===== config.mk =====
export PLATFORM = sky130hd
export DESIGN_NAME = bounded_ordered_list_engine
export DESIGN_NICKNAME = d
export VERILOG_FILES = /design/src/design/bole_pkg.sv /design/src/design/bole_cell.sv /design/src/design/bounded_ordered_list_engine.sv
export SDC_FILE = /design/constraint.sdc
export NUM_CORES = 2
export LEC_CHECK = 0
export BUFFER_PORTS_ARGS = -buffer_cell sky130_fd_sc_hd__buf_2
export CORE_ASPECT_RATIO = 1.5
export CORE_MARGIN = 3
export CORE_UTILIZATION = 40
export CTS_CLUSTER_SIZE = 30
export DETAILED_ROUTE_END_ITERATION = 16
export HOLD_SLACK_MARGIN = 0.15
export PLACE_DENSITY = 0.65
export SYNTH_ARGS = -nofsm -noshare
export SYNTH_HDL_FRONTEND = slang
export SYNTH_HIERARCHICAL = 1
export SYNTH_SLANG_ARGS = --single-unit

===== constraint.sdc =====
create_clock -name clk_i -period 12.2 [get_ports clk_i]
set_clock_uncertainty 0.05 [all_clocks]
set_input_delay 0 -clock clk_i [delete_from_list [all_inputs] [get_ports clk_i]]
set_output_delay 0 -clock clk_i [all_outputs]
set_load 0.01 [all_outputs]

===== src/design/bole_pkg.sv =====
// Shared types and codes for the bounded ordered list engine.
package bole_pkg;

  localparam int unsigned POS_W  = 7;
  localparam int unsigned DATA_W = 32;

  localparam logic [2:0] OP_PUSH_FRONT = 3'd0;
  localparam logic [2:0] OP_PUSH_BACK  = 3'd1;
  localparam logic [2:0] OP_INSERT_AT  = 3'd2;
  localparam logic [2:0] OP_POP_FRONT  = 3'd3;
  localparam logic [2:0] OP_POP_BACK   = 3'd4;
  localparam logic [2:0] OP_DELETE_AT  = 3'd5;
  localparam logic [2:0] OP_DUMP       = 3'd6;

  localparam logic [1:0] ST_OK     = 2'd0;
  localparam logic [1:0] ST_FULL   = 2'd1;
  localparam logic [1:0] ST_EMPTY  = 2'd2;
  localparam logic [1:0] ST_BADPOS = 2'd3;

  typedef enum logic [1:0] {
    CMD_HOLD,
    CMD_INSERT,
    CMD_DELETE,
    CMD_ROTATE
  } bole_cmd_e;

  typedef struct packed {
    logic [2:0]              op;
    logic [POS_W-1:0]        position;
    logic signed [DATA_W-1:0] value;
  } in_word_t;

  typedef struct packed {
    logic [1:0]               status;
    logic signed [DATA_W-1:0] element;
    logic [POS_W-1:0]         element_index;
    logic [POS_W-1:0]         occupancy;
    logic                     last;
  } out_word_t;

  // Broadcast to every cell of the chain.
  typedef struct packed {
    bole_cmd_e                cmd;
    logic [POS_W-1:0]         slot;   // zero-based target slot
    logic [POS_W-1:0]         count;  // occupancy before the update
    logic signed [DATA_W-1:0] value;  // value to insert
    logic signed [DATA_W-1:0] head;   // front cell, wraps to the back on rotate
  } cell_ctl_t;

endpackage


===== src/design/bole_cell.sv =====
// One storage cell of the list chain.
module bole_cell #(
  parameter int unsigned Index = 0
) (
  input  logic                              clk_i,
  input  bole_pkg::cell_ctl_t               ctl_i,
  input  logic signed [bole_pkg::DATA_W-1:0] left_i,
  input  logic signed [bole_pkg::DATA_W-1:0] right_i,
  output logic signed [bole_pkg::DATA_W-1:0] value_o
);
  import bole_pkg::*;

  localparam logic [POS_W-1:0] Idx  = POS_W'(Index);
  localparam logic [POS_W-1:0] Idx1 = POS_W'(Index + 1);

  logic signed [DATA_W-1:0] value_q, value_d;

  always_comb begin
    value_d = value_q;
    case (ctl_i.cmd)
      CMD_INSERT: begin
        if (Idx == ctl_i.slot) begin
          value_d = ctl_i.value;
        end else if (Idx > ctl_i.slot && Idx <= ctl_i.count) begin
          value_d = left_i;
        end
      end
      CMD_DELETE: begin
        if (Idx >= ctl_i.slot && Idx1 < ctl_i.count) begin
          value_d = right_i;
        end
      end
      CMD_ROTATE: begin
        if (Idx1 < ctl_i.count) begin
          value_d = right_i;
        end else if (Idx1 == ctl_i.count) begin
          value_d = ctl_i.head;
        end
      end
      default: value_d = value_q;
    endcase
  end

  always_ff @(posedge clk_i) begin
    value_q <= value_d;
  end

  assign value_o = value_q;

endmodule


===== src/design/bounded_ordered_list_engine.sv =====
// Bounded ordered list engine: top level with control and the cell chain.
// A change word's status word is registered and shown in the cycle after acceptance.
// Throughput: one change word per cycle while the output is not stalled; a dump stalls input
//   while the chain rotates once, each rotation step giving out the front element as a word.
// Reset: asynchronous, active low; clears occupancy, dump state and output
//   valid. Cell contents are not reset and are only read below occupancy.
module bounded_ordered_list_engine #(
  parameter int unsigned DEPTH = 16
) (
  input  logic                clk_i,
  input  logic                rst_ni,
  input  logic                in_valid_i,
  output logic                in_stall_o,
  input  bole_pkg::in_word_t  in_word_i,
  output logic                out_valid_o,
  input  logic                out_stall_i,
  output bole_pkg::out_word_t out_word_o
);
  import bole_pkg::*;

  localparam int unsigned CW = $clog2(DEPTH + 1);
  localparam logic [POS_W-1:0] DepthP = POS_W'(DEPTH);

  // Occupancy and dump progress.
  logic [CW-1:0] count_q, count_d;
  logic [CW-1:0] dump_k_q, dump_k_d;
  logic          dumping_q, dumping_d;

  // Output register.
  logic      out_valid_q, out_valid_d;
  out_word_t out_word_q, out_word_d;

  logic      out_free, accept, emit;
  logic [POS_W-1:0] cnt7, cnt7_inc, cnt7_dec, k7_inc;
  cell_ctl_t ctl;

  logic signed [DATA_W-1:0] cell_val [DEPTH];

  assign cnt7     = POS_W'(count_q);
  assign cnt7_inc = cnt7 + POS_W'(1);
  assign cnt7_dec = cnt7 - POS_W'(1);
  assign k7_inc   = POS_W'(dump_k_q) + POS_W'(1);

  // Output slot can take a new word when empty or being drained now.
  assign out_free   = !out_valid_q || !out_stall_i;
  assign in_stall_o = dumping_q || !out_free;
  assign accept     = in_valid_i && !in_stall_o;

  always_comb begin
    count_d     = count_q;
    dump_k_d    = dump_k_q;
    dumping_d   = dumping_q;
    emit        = 1'b0;
    out_word_d  = '0;
    ctl.cmd     = CMD_HOLD;
    ctl.slot    = '0;
    ctl.count   = cnt7;
    ctl.value   = in_word_i.value;
    ctl.head    = cell_val[0];

    if (accept) begin
      case (in_word_i.op)
        OP_PUSH_FRONT, OP_PUSH_BACK, OP_INSERT_AT: begin
          emit = 1'b1;
          out_word_d.status = ST_OK;
          if (cnt7 == DepthP) begin
            out_word_d.status = ST_FULL;
          end else if (in_word_i.op == OP_INSERT_AT &&
                       (in_word_i.position == '0 || in_word_i.position > cnt7_inc)) begin
            out_word_d.status = ST_BADPOS;
          end else begin
            ctl.cmd = CMD_INSERT;
            if (in_word_i.op == OP_PUSH_BACK) begin
              ctl.slot = cnt7;
            end else if (in_word_i.op == OP_INSERT_AT) begin
              ctl.slot = in_word_i.position - POS_W'(1);
            end
            count_d = count_q + CW'(1);
          end
        end
        OP_POP_FRONT, OP_POP_BACK, OP_DELETE_AT: begin
          emit = 1'b1;
          out_word_d.status = ST_OK;
          if (count_q == '0) begin
            out_word_d.status = ST_EMPTY;
          end else if (in_word_i.op == OP_DELETE_AT &&
                       (in_word_i.position == '0 || in_word_i.position > cnt7)) begin
            out_word_d.status = ST_BADPOS;
          end else begin
            ctl.cmd = CMD_DELETE;
            if (in_word_i.op == OP_POP_BACK) begin
              ctl.slot = cnt7_dec;
            end else if (in_word_i.op == OP_DELETE_AT) begin
              ctl.slot = in_word_i.position - POS_W'(1);
            end
            count_d = count_q - CW'(1);
          end
        end
        OP_DUMP: begin
          if (count_q == '0) begin
            emit = 1'b1;
            out_word_d.status = ST_EMPTY;
          end else begin
            dumping_d = 1'b1;
            dump_k_d  = '0;
          end
        end
        default: ; // unused opcode: no effect, no word
      endcase
      out_word_d.occupancy = POS_W'(count_d);
      out_word_d.last      = 1'b1;
    end else if (dumping_q && out_free) begin
      // Front cell goes out, chain rotates so the list is whole afterwards.
      emit                     = 1'b1;
      ctl.cmd                  = CMD_ROTATE;
      out_word_d.status        = ST_OK;
      out_word_d.element       = cell_val[0];
      out_word_d.element_index = k7_inc;
      out_word_d.occupancy     = cnt7;
      out_word_d.last          = (k7_inc == cnt7);
      dump_k_d                 = dump_k_q + CW'(1);
      if (k7_inc == cnt7) begin
        dumping_d = 1'b0;
      end
    end
  end

  assign out_valid_d = emit || (out_valid_q && out_stall_i);

  always_ff @(posedge clk_i or negedge rst_ni) begin
    if (!rst_ni) begin
      count_q     <= '0;
      dump_k_q    <= '0;
      dumping_q   <= 1'b0;
      out_valid_q <= 1'b0;
    end else begin
      count_q     <= count_d;
      dump_k_q    <= dump_k_d;
      dumping_q   <= dumping_d;
      out_valid_q <= out_valid_d;
    end
  end

  always_ff @(posedge clk_i) begin
    if (emit) begin
      out_word_q <= out_word_d;
    end
  end

  // Cell chain, front at index 0.
  for (genvar gi = 0; gi < DEPTH; gi++) begin : g_cell
    logic signed [DATA_W-1:0] left_w, right_w;
    if (gi == 0) begin : g_first
      assign left_w = '0;
    end else begin : g_mid_l
      assign left_w = cell_val[gi-1];
    end
    if (gi == DEPTH - 1) begin : g_end
      assign right_w = '0;
    end else begin : g_mid_r
      assign right_w = cell_val[gi+1];
    end
    bole_cell #(.Index(gi)) u_cell (
      .clk_i   (clk_i),
      .ctl_i   (ctl),
      .left_i  (left_w),
      .right_i (right_w),
      .value_o (cell_val[gi])
    );
  end

  assign out_valid_o = out_valid_q;
  assign out_word_o  = out_word_q;

endmodule


; Word level (Yosys, flattened, before mapping)
; Cells that the tools add are included.
[totals]
word_cells = 400
output_inout_bits = 51
input_bits = 46
regBits = 572
[op_classes]
bitwise = 1
reduce_logical = 75
mux = 134
n_eq_ne = 91
n_addsub = 7
magnitude_cmp = 66
[ops]
columns = cell, count
row1 = two-way mux 32 bit, 79
row2 = case mux 32 bit (3 select lines), 16
row3 = "!= test 3 x 1 -> 1 bit, second input constant", 31
row4 = AND reduction 4 bit, 17
row5 = "equality test 4 x 7 -> 1 bit, first input constant", 8
row6 = ">= comparator 4 x 7 -> 1 bit, first input constant", 8
row7 = "> comparator 4 x 7 -> 1 bit, first input constant", 8
row8 = "equality test 4 x 5 -> 1 bit, first input constant", 8
row9 = "<= comparator 4 x 5 -> 1 bit, first input constant", 8
row10 = "< comparator 4 x 5 -> 1 bit, first input constant", 8
row11 = two-way mux 5 bit, 8
row12 = logical AND 1 bit, 37
row13 = "!= test 2 x 1 -> 1 bit, second input constant", 18
row14 = two-way mux 7 bit, 5
row15 = "equality test 3 x 7 -> 1 bit, first input constant", 4
row16 = ">= comparator 3 x 7 -> 1 bit, first input constant", 4
row17 = "> comparator 3 x 7 -> 1 bit, first input constant", 4
row18 = "equality test 3 x 5 -> 1 bit, first input constant", 4
row19 = "<= comparator 3 x 5 -> 1 bit, first input constant", 4
row20 = "< comparator 3 x 5 -> 1 bit, first input constant", 4
row21 = two-way mux 9 bit, 2
row22 = case mux 9 bit (2 select lines), 1
row23 = two-way mux 2 bit, 8
row24 = two-way mux 8 bit, 2
row25 = other kinds (45), 78

; Logic depth before layout (Yosys ltp)
[logic_depth]
depth_word = 13
mapped_depth = 19
mapped_depth_nobuf = 15

; Cells and area by module
; The synthesis kept the hierarchy.
[modules_own_cells]
columns = mod, cells_per_inst, instances, seq_area_each_um2, area_per_inst_um2
row1 = bounded_ordered_list_engine, 333, 1, 1681.6, 3414.5
row2 = bole_cell at g_cell[4].u_cell, 280, 1, 960.9, 2765.2
row3 = bole_cell at g_cell[5].u_cell, 315, 1, 960.9, 2702.6
row4 = bole_cell at g_cell[0].u_cell, 239, 1, 960.9, 2240.9
row5 = bole_cell at g_cell[7].u_cell, 241, 1, 960.9, 2187.1
row6 = bole_cell at g_cell[10].u_cell, 153, 1, 960.9, 2137.0
row7 = bole_cell at g_cell[12].u_cell, 155, 1, 960.9, 2137.0
row8 = bole_cell at g_cell[13].u_cell, 153, 1, 960.9, 2135.8
row9 = bole_cell at g_cell[15].u_cell, 151, 1, 960.9, 2125.8
row10 = bole_cell at g_cell[14].u_cell, 151, 1, 960.9, 2117.0
row11 = bole_cell at g_cell[3].u_cell, 155, 1, 960.9, 2109.5
row12 = bole_cell at g_cell[9].u_cell, 153, 1, 960.9, 2107.0
row13 = bole_cell at g_cell[11].u_cell, 152, 1, 960.9, 2105.8
row14 = bole_cell at g_cell[1].u_cell, 152, 1, 960.9, 2103.3
row15 = 3 more rows, --, --, --, --

; Worst setup path after synthesis
; Ideal clock, no wire load.
[synth_timing]
kind = flip-flop to flip-flop
from = register count_q[1]
to = register g_cell[4].u_cell.value_q[0], enable pin
slack_ns = 2.903
stages_incl_launch_ff = 16
period_less_slack_ns = 9.297
t_arrival_ns = 8.786
t_required_ns = 11.689
path_buffers = 2
setup_ns = 0.461
path_cell_list = dfrtp_1 clkbuf_1 inv_1 nor3_1 nand3_1 ha_1 a211oi_1 nand2_1 nor3_1 or2_1 buf_6 nand2_4 o21ai_0 o22a_1 o22ai_1 nor3_1
[synth_rtl]
columns = element, line_no
row1 = "start, declared", bounded_ordered_list_engine.sv:25  ; logic [CW-1:0] count_q, count_d;
row2 = "start signal, assigned", bounded_ordered_list_engine.sv:137  ; count_q <= count_d;
row3 = "end signal, assigned", bole_cell.sv:45  ; value_q <= value_d;
row4 = "end, declared", bole_cell.sv:16  ; logic signed [DATA_W-1:0] value_q, value_d;

==> results.txt <==
----------------------------------------------------
[Power and ir drop]
  Switching Power ... about 5000 uW
  Cell leakage power ... ~0.018 uW
  Max IR drop VDD ... around 0.00022 V
  Share of power burned in the clock network ... roughly 16%
  Switching Share ... between 40% and 50%
  Overall power consumption ... 11,700 uW
  Internal cell power ... 6700 uW
  Total power divided by cell area ... between 200 and 300 mW/mm^2
  Sequential Power Share ... between 40% and 50%
  Combinational Power Share ... a little over two fifths

[Global routing]
  Wire length of the first global-routing pass ... 198 mm
  Final global-route overflow total ... 0
  Via count of the first global-routing pass ... between 30,000 and 40,000
  Antenna violations before repair ... 4
  Maximum number of pins on one net before global-route repair ... 177
  Total GRT Usage ... between 20% and 30%

[Die]
  Starting utilization of the core area ... 40.6%
  Vert. Die Dim ... between 300 and 400 microns
  Die W ... around 260 microns
  Die footprint ... roughly 0.10 sq mm
  Core box area ... around 0.095 sq mm
  Cell Rows ... 138
  Boundary pin count ... 97

[Status]
  Run status ... completed

[CTS]
  Clock Tree Buf Depth ... 3
  Hold-fix buffer count after cts ... 45
  TritonCTS clock tree ... yes
  Worst-Skew Late Latency ... roughly 660 ps
  Cell chosen for the clock root ... clkbuf_16
  Clock buffers created by TritonCTS ... between 50 and 60
  Depth of the CTS H-tree ... 2
  Resized cells post-CTS ... 0
  Clock-pin slew of the registers on the worst-case setup and hold paths ... around 60 ps
  Post-CTS setup buffer count ... 0
  Clock sink count ... 570

[Timing]
  Total negative setup slack ... 0 ps
  Hold Worst Slack ... about 200 ps
  Highest clock frequency the design can meet ... 0.152 GHz
  Count of final max-slew check failures ... 0
  Headroom to the max-slew limit ... about 15%
  Post-route clock period utilization ... between 50% and 60%
  Total of endpoints with negative setup slack in the final report ... 0
  Worst-margin pin slew ... 1270 ps
  Setup repair after global routing missed its margin ... no
  PnR worst setup slack ... between 5000 and 6000 ps
  Final period demand of the worst path ... between 6000 and 7000 ps
  Final hold violation count ... 0

[Drt]
  Via Count ... between 30,000 and 40,000
  DR vias/cell ... between 6 and 7
  Post-detailed-route DRC marker count ... 0
  Detail Route Antenna Nets ... 0
  Post-Route WL ... roughly 130 mm
  Total iterations of the first detailed-routing run ... 6
  Violation count after the first detailed-routing iteration ... around 3,200
  Average wire per cell in the routed design ... 28.7 microns

[Synth]
  Share of synthesized flip-flops with an asynchronous set or reset ... 2.11%
  Post-synthesis mux area share ... a little over a quarter
  Compound-gate portion of the synthesized area ... between 10% and 20%
  Adder-cell area share of the yosys netlist ... less than 1%
  Top FF cell, synth ... edfxtp_1
  Area of the mapped netlist ... 0.0384 sq mm
  Xor/xnor share of the synthesized area ... less than 1%
  Register area share after synthesis ... approximately 44%
  Average footprint of a synthesized cell ... between 10 and 15 sq um
  Yosys warnings ... 6
  EDFF count, synth ... between 500 and 600
  Number of cells produced by synthesis ... roughly 3,300
  Distinct cell type count of the synthesized netlist ... approximately 110
  Register bit count reported by yosys ... 570
  Main combinational cell family by area after synthesis ... multiplexers
  Synth Area in Simple Gates ... 9.72%

[Worst setup path]
  R2R Path End ... g_cell[13].u_cell/value_o[27]
  Worst Setup End Kind ... register
  Worst Path Max Fanout ... 66
  Kind of critical path ... register to register
  Cell count of the worst reg-to-reg path ... 18
  Launching element type of the critical path ... register
  Endpoint required time on the critical path ... about 12,000 ps
  Critical R2R Launch ... count_q[2]
  Arrival time worst endpoint ... about 6800 ps
  Register-to-register path setup slack ... between 5000 and 6000 ps

[Place]
  Instance area after placement ... between 0.04 and 0.05 sq mm
  Number of port buffers ... between 90 and 100
  Post-placement worst setup slack ... 5650 ps
  Final weighted congestion of routability-driven global placement ... between 0.8 and 0.9
  Half-perimeter wire length after detailed placement ... between 70 and 80 mm

[Layout]
  Share of cells above drive strength 1 ... a little under an eighth
  Multi-input combinational cell area ... between 0.02 and 0.025 sq mm
  Final design area excluding fillers ... ~0.042 sq mm
  Register area ... 0.0171 sq mm
  NumNets Final ... between 3,000 and 4,000
  Synth-to-layout area growth ... 10.2%
  Fillcell total ... 8,811

[Worst hold path]
  Depth of the worst hold-timing path ... 7
  Startpoint of the worst hold path ... in_word_i[37]
  Worst hold endpoint ... out_word_o[48]
  Worst hold path type ... input port to register

[Job]
  Max-capacitance violation count ... 0

----------------------------------------------------
==> synth_stat cells (5+ instances only) <==
cell type / instances / share of area, %
a211oi_1: 35 / 0.68
a21boi_0: 37 / 0.72
a21o_1: 11 / 0.21
a21oi_1: 59 / 0.77
a22oi_1: 36 / 0.70
a31oi_1: 108 / 1.8
a32oi_1: 64 / 1.5
and2_1: 6 / 0.098
and3_1: 75 / 1.2
buf_1: 12 / 0.12
buf_12: 18 / 0.94
buf_2: 54 / 0.70
buf_4: 9 / 0.18
buf_6: 40 / 1.2
clkbuf_1: 162 / 1.6
dfrtp_1: 12 / 0.78
edfxtp_1: 558 / 44
ha_1: 15 / 0.49
inv_1: 81 / 0.79
mux2i_1: 1029 / 27
nand2_1: 116 / 1.1
nand2b_1: 35 / 0.57
nand3_1: 92 / 1.2
nand4_1: 6 / 0.098
nor2_1: 29 / 0.28
nor3_1: 24 / 0.31
nor3_2: 9 / 0.23
nor4_1: 70 / 1.1
nor4_4: 6 / 0.33
nor4b_2: 30 / 1.2
o211ai_1: 6 / 0.12
o21ai_0: 100 / 1.3
o21ai_1: 97 / 1.3
o221ai_1: 23 / 0.52
o221ai_2: 9 / 0.35
o22ai_1: 5 / 0.081
o31ai_1: 33 / 0.64
o32a_1: 32 / 0.83
or3_1: 6 / 0.098
or4_1: 8 / 0.16
or4_4: 5 / 0.15
xnor2_1: 13 / 0.30
xor2_1: 6 / 0.14
==> registers in the layout, indices dropped and copies added, names as in the netlist <==
signal and flops:
count_q 5, dump_k_q 5, out_valid_o 1, dumping_q 1, out_word_o 46, g_cell.u_cell/value_o 512
==> worst max-delay path, stage by stage, from the launching register on <==
cell and delay [ps]:
dfrtp_2 340, buf_4 510, inv_1 210, nor3_1 480
nand3_1 140, ha_1 340, a211oi_1 210, nand2_1 80
nor3_1 180, or2_1 310, nand2_4 120, o21ai_4 120
buf_4 770, buf_4 670, o2111ai_1 210, nand2_1 110
nand2_1 90, a21oi_4 520, buf_4 590
==> cell type report <==
type                       count  share of cell area (%)
clock buffer                  66                    3.50
timing repair buffer         226                    3.78
clock inverter                41                   0.803
tap                         1260                    3.72
sequential                   570                    40.3
inverter                      82                   0.726
multi-input combinational   2452                    47.2
antenna                        1                 0.00590
==> routing by layer <==
layer | track usage (%) | vias to the layer above | part of all wire [%]
met5 | 0 | - | 0.0096
met4 | 17.9 | 2 | 7.9
met3 | 4.29 | 484 | 7.5
met2 | 43.7 | 1570 | 48
met1 | 30.8 | 15000 | 37
li1 | - | 13100 | -
==> cells by family after synthesis <==
| group | Yosys count |
|---|---|
| adder cells (fa/ha/maj) | 16 |
| AO/OA/AOI/OAI | 697 |
| XOR/XNOR | 19 |
| flip-flops | 570 |
| buffers and inverters | 383 |
| other | 1 |
| multiplexers | 1029 |
| AND/OR/NAND/NOR | 569 |
==> how the worst max path moves through the flow <==
stage	start	to	slack [ps]
finish	count_q[2]	g_cell[13].u_cell/value_o[27]	5640
global route	count_q[2]	g_cell[14].u_cell/value_o[24]	5270
CTS	count_q[2]	g_cell[14].u_cell/value_o[24]	5630
detailed placement	count_q[2]	g_cell[14].u_cell/value_o[13]	5650
global placement	count_q[2]	g_cell[13].u_cell/value_o[22]	5820
floorplan	count_q[1]	g_cell[4].u_cell/value_o[0]	2900
==> through the flow <==
stage	util, %	cells
5_1_grt	44.7	4697
2_1_floorplan	-	3405
3_5_place_dp	42.3	4545
6_report	44.7	4698
4_1_cts	44.7	4697
3_3_place_gp	42.3	4545
==> cells in the final DEF, fill, tap and decap left out, drive strengths merged, types with 45 or more instances in the layout <==
cell         synthesis  final
clkbuf             165     66
and3                76     76
conb                 1    122
nand2              119    119
dlygate4sd3          0     45
nand3               95     95
a21oi               60     60
a31oi              108    108
mux2i             1029   1029
a32oi               64     64
inv                 82     84
nor4                80     80
buf                136    181
edfxtp             558    558
o21ai              197    197
==> power by group through the flow <==
stage | registers [uW] | clock network (uW) | logic (uW)
6_report | 4800 | 1820 | 5030
3_5_place_dp | 4800 | 0 | 4900
3_3_place_gp | 4800 | 0 | 4790
5_1_grt | 4930 | 1900 | 5350
4_1_cts | 4790 | 1840 | 4930
2_1_floorplan | 4530 | 0 | 3340
(Power assumes the default switching activity.)
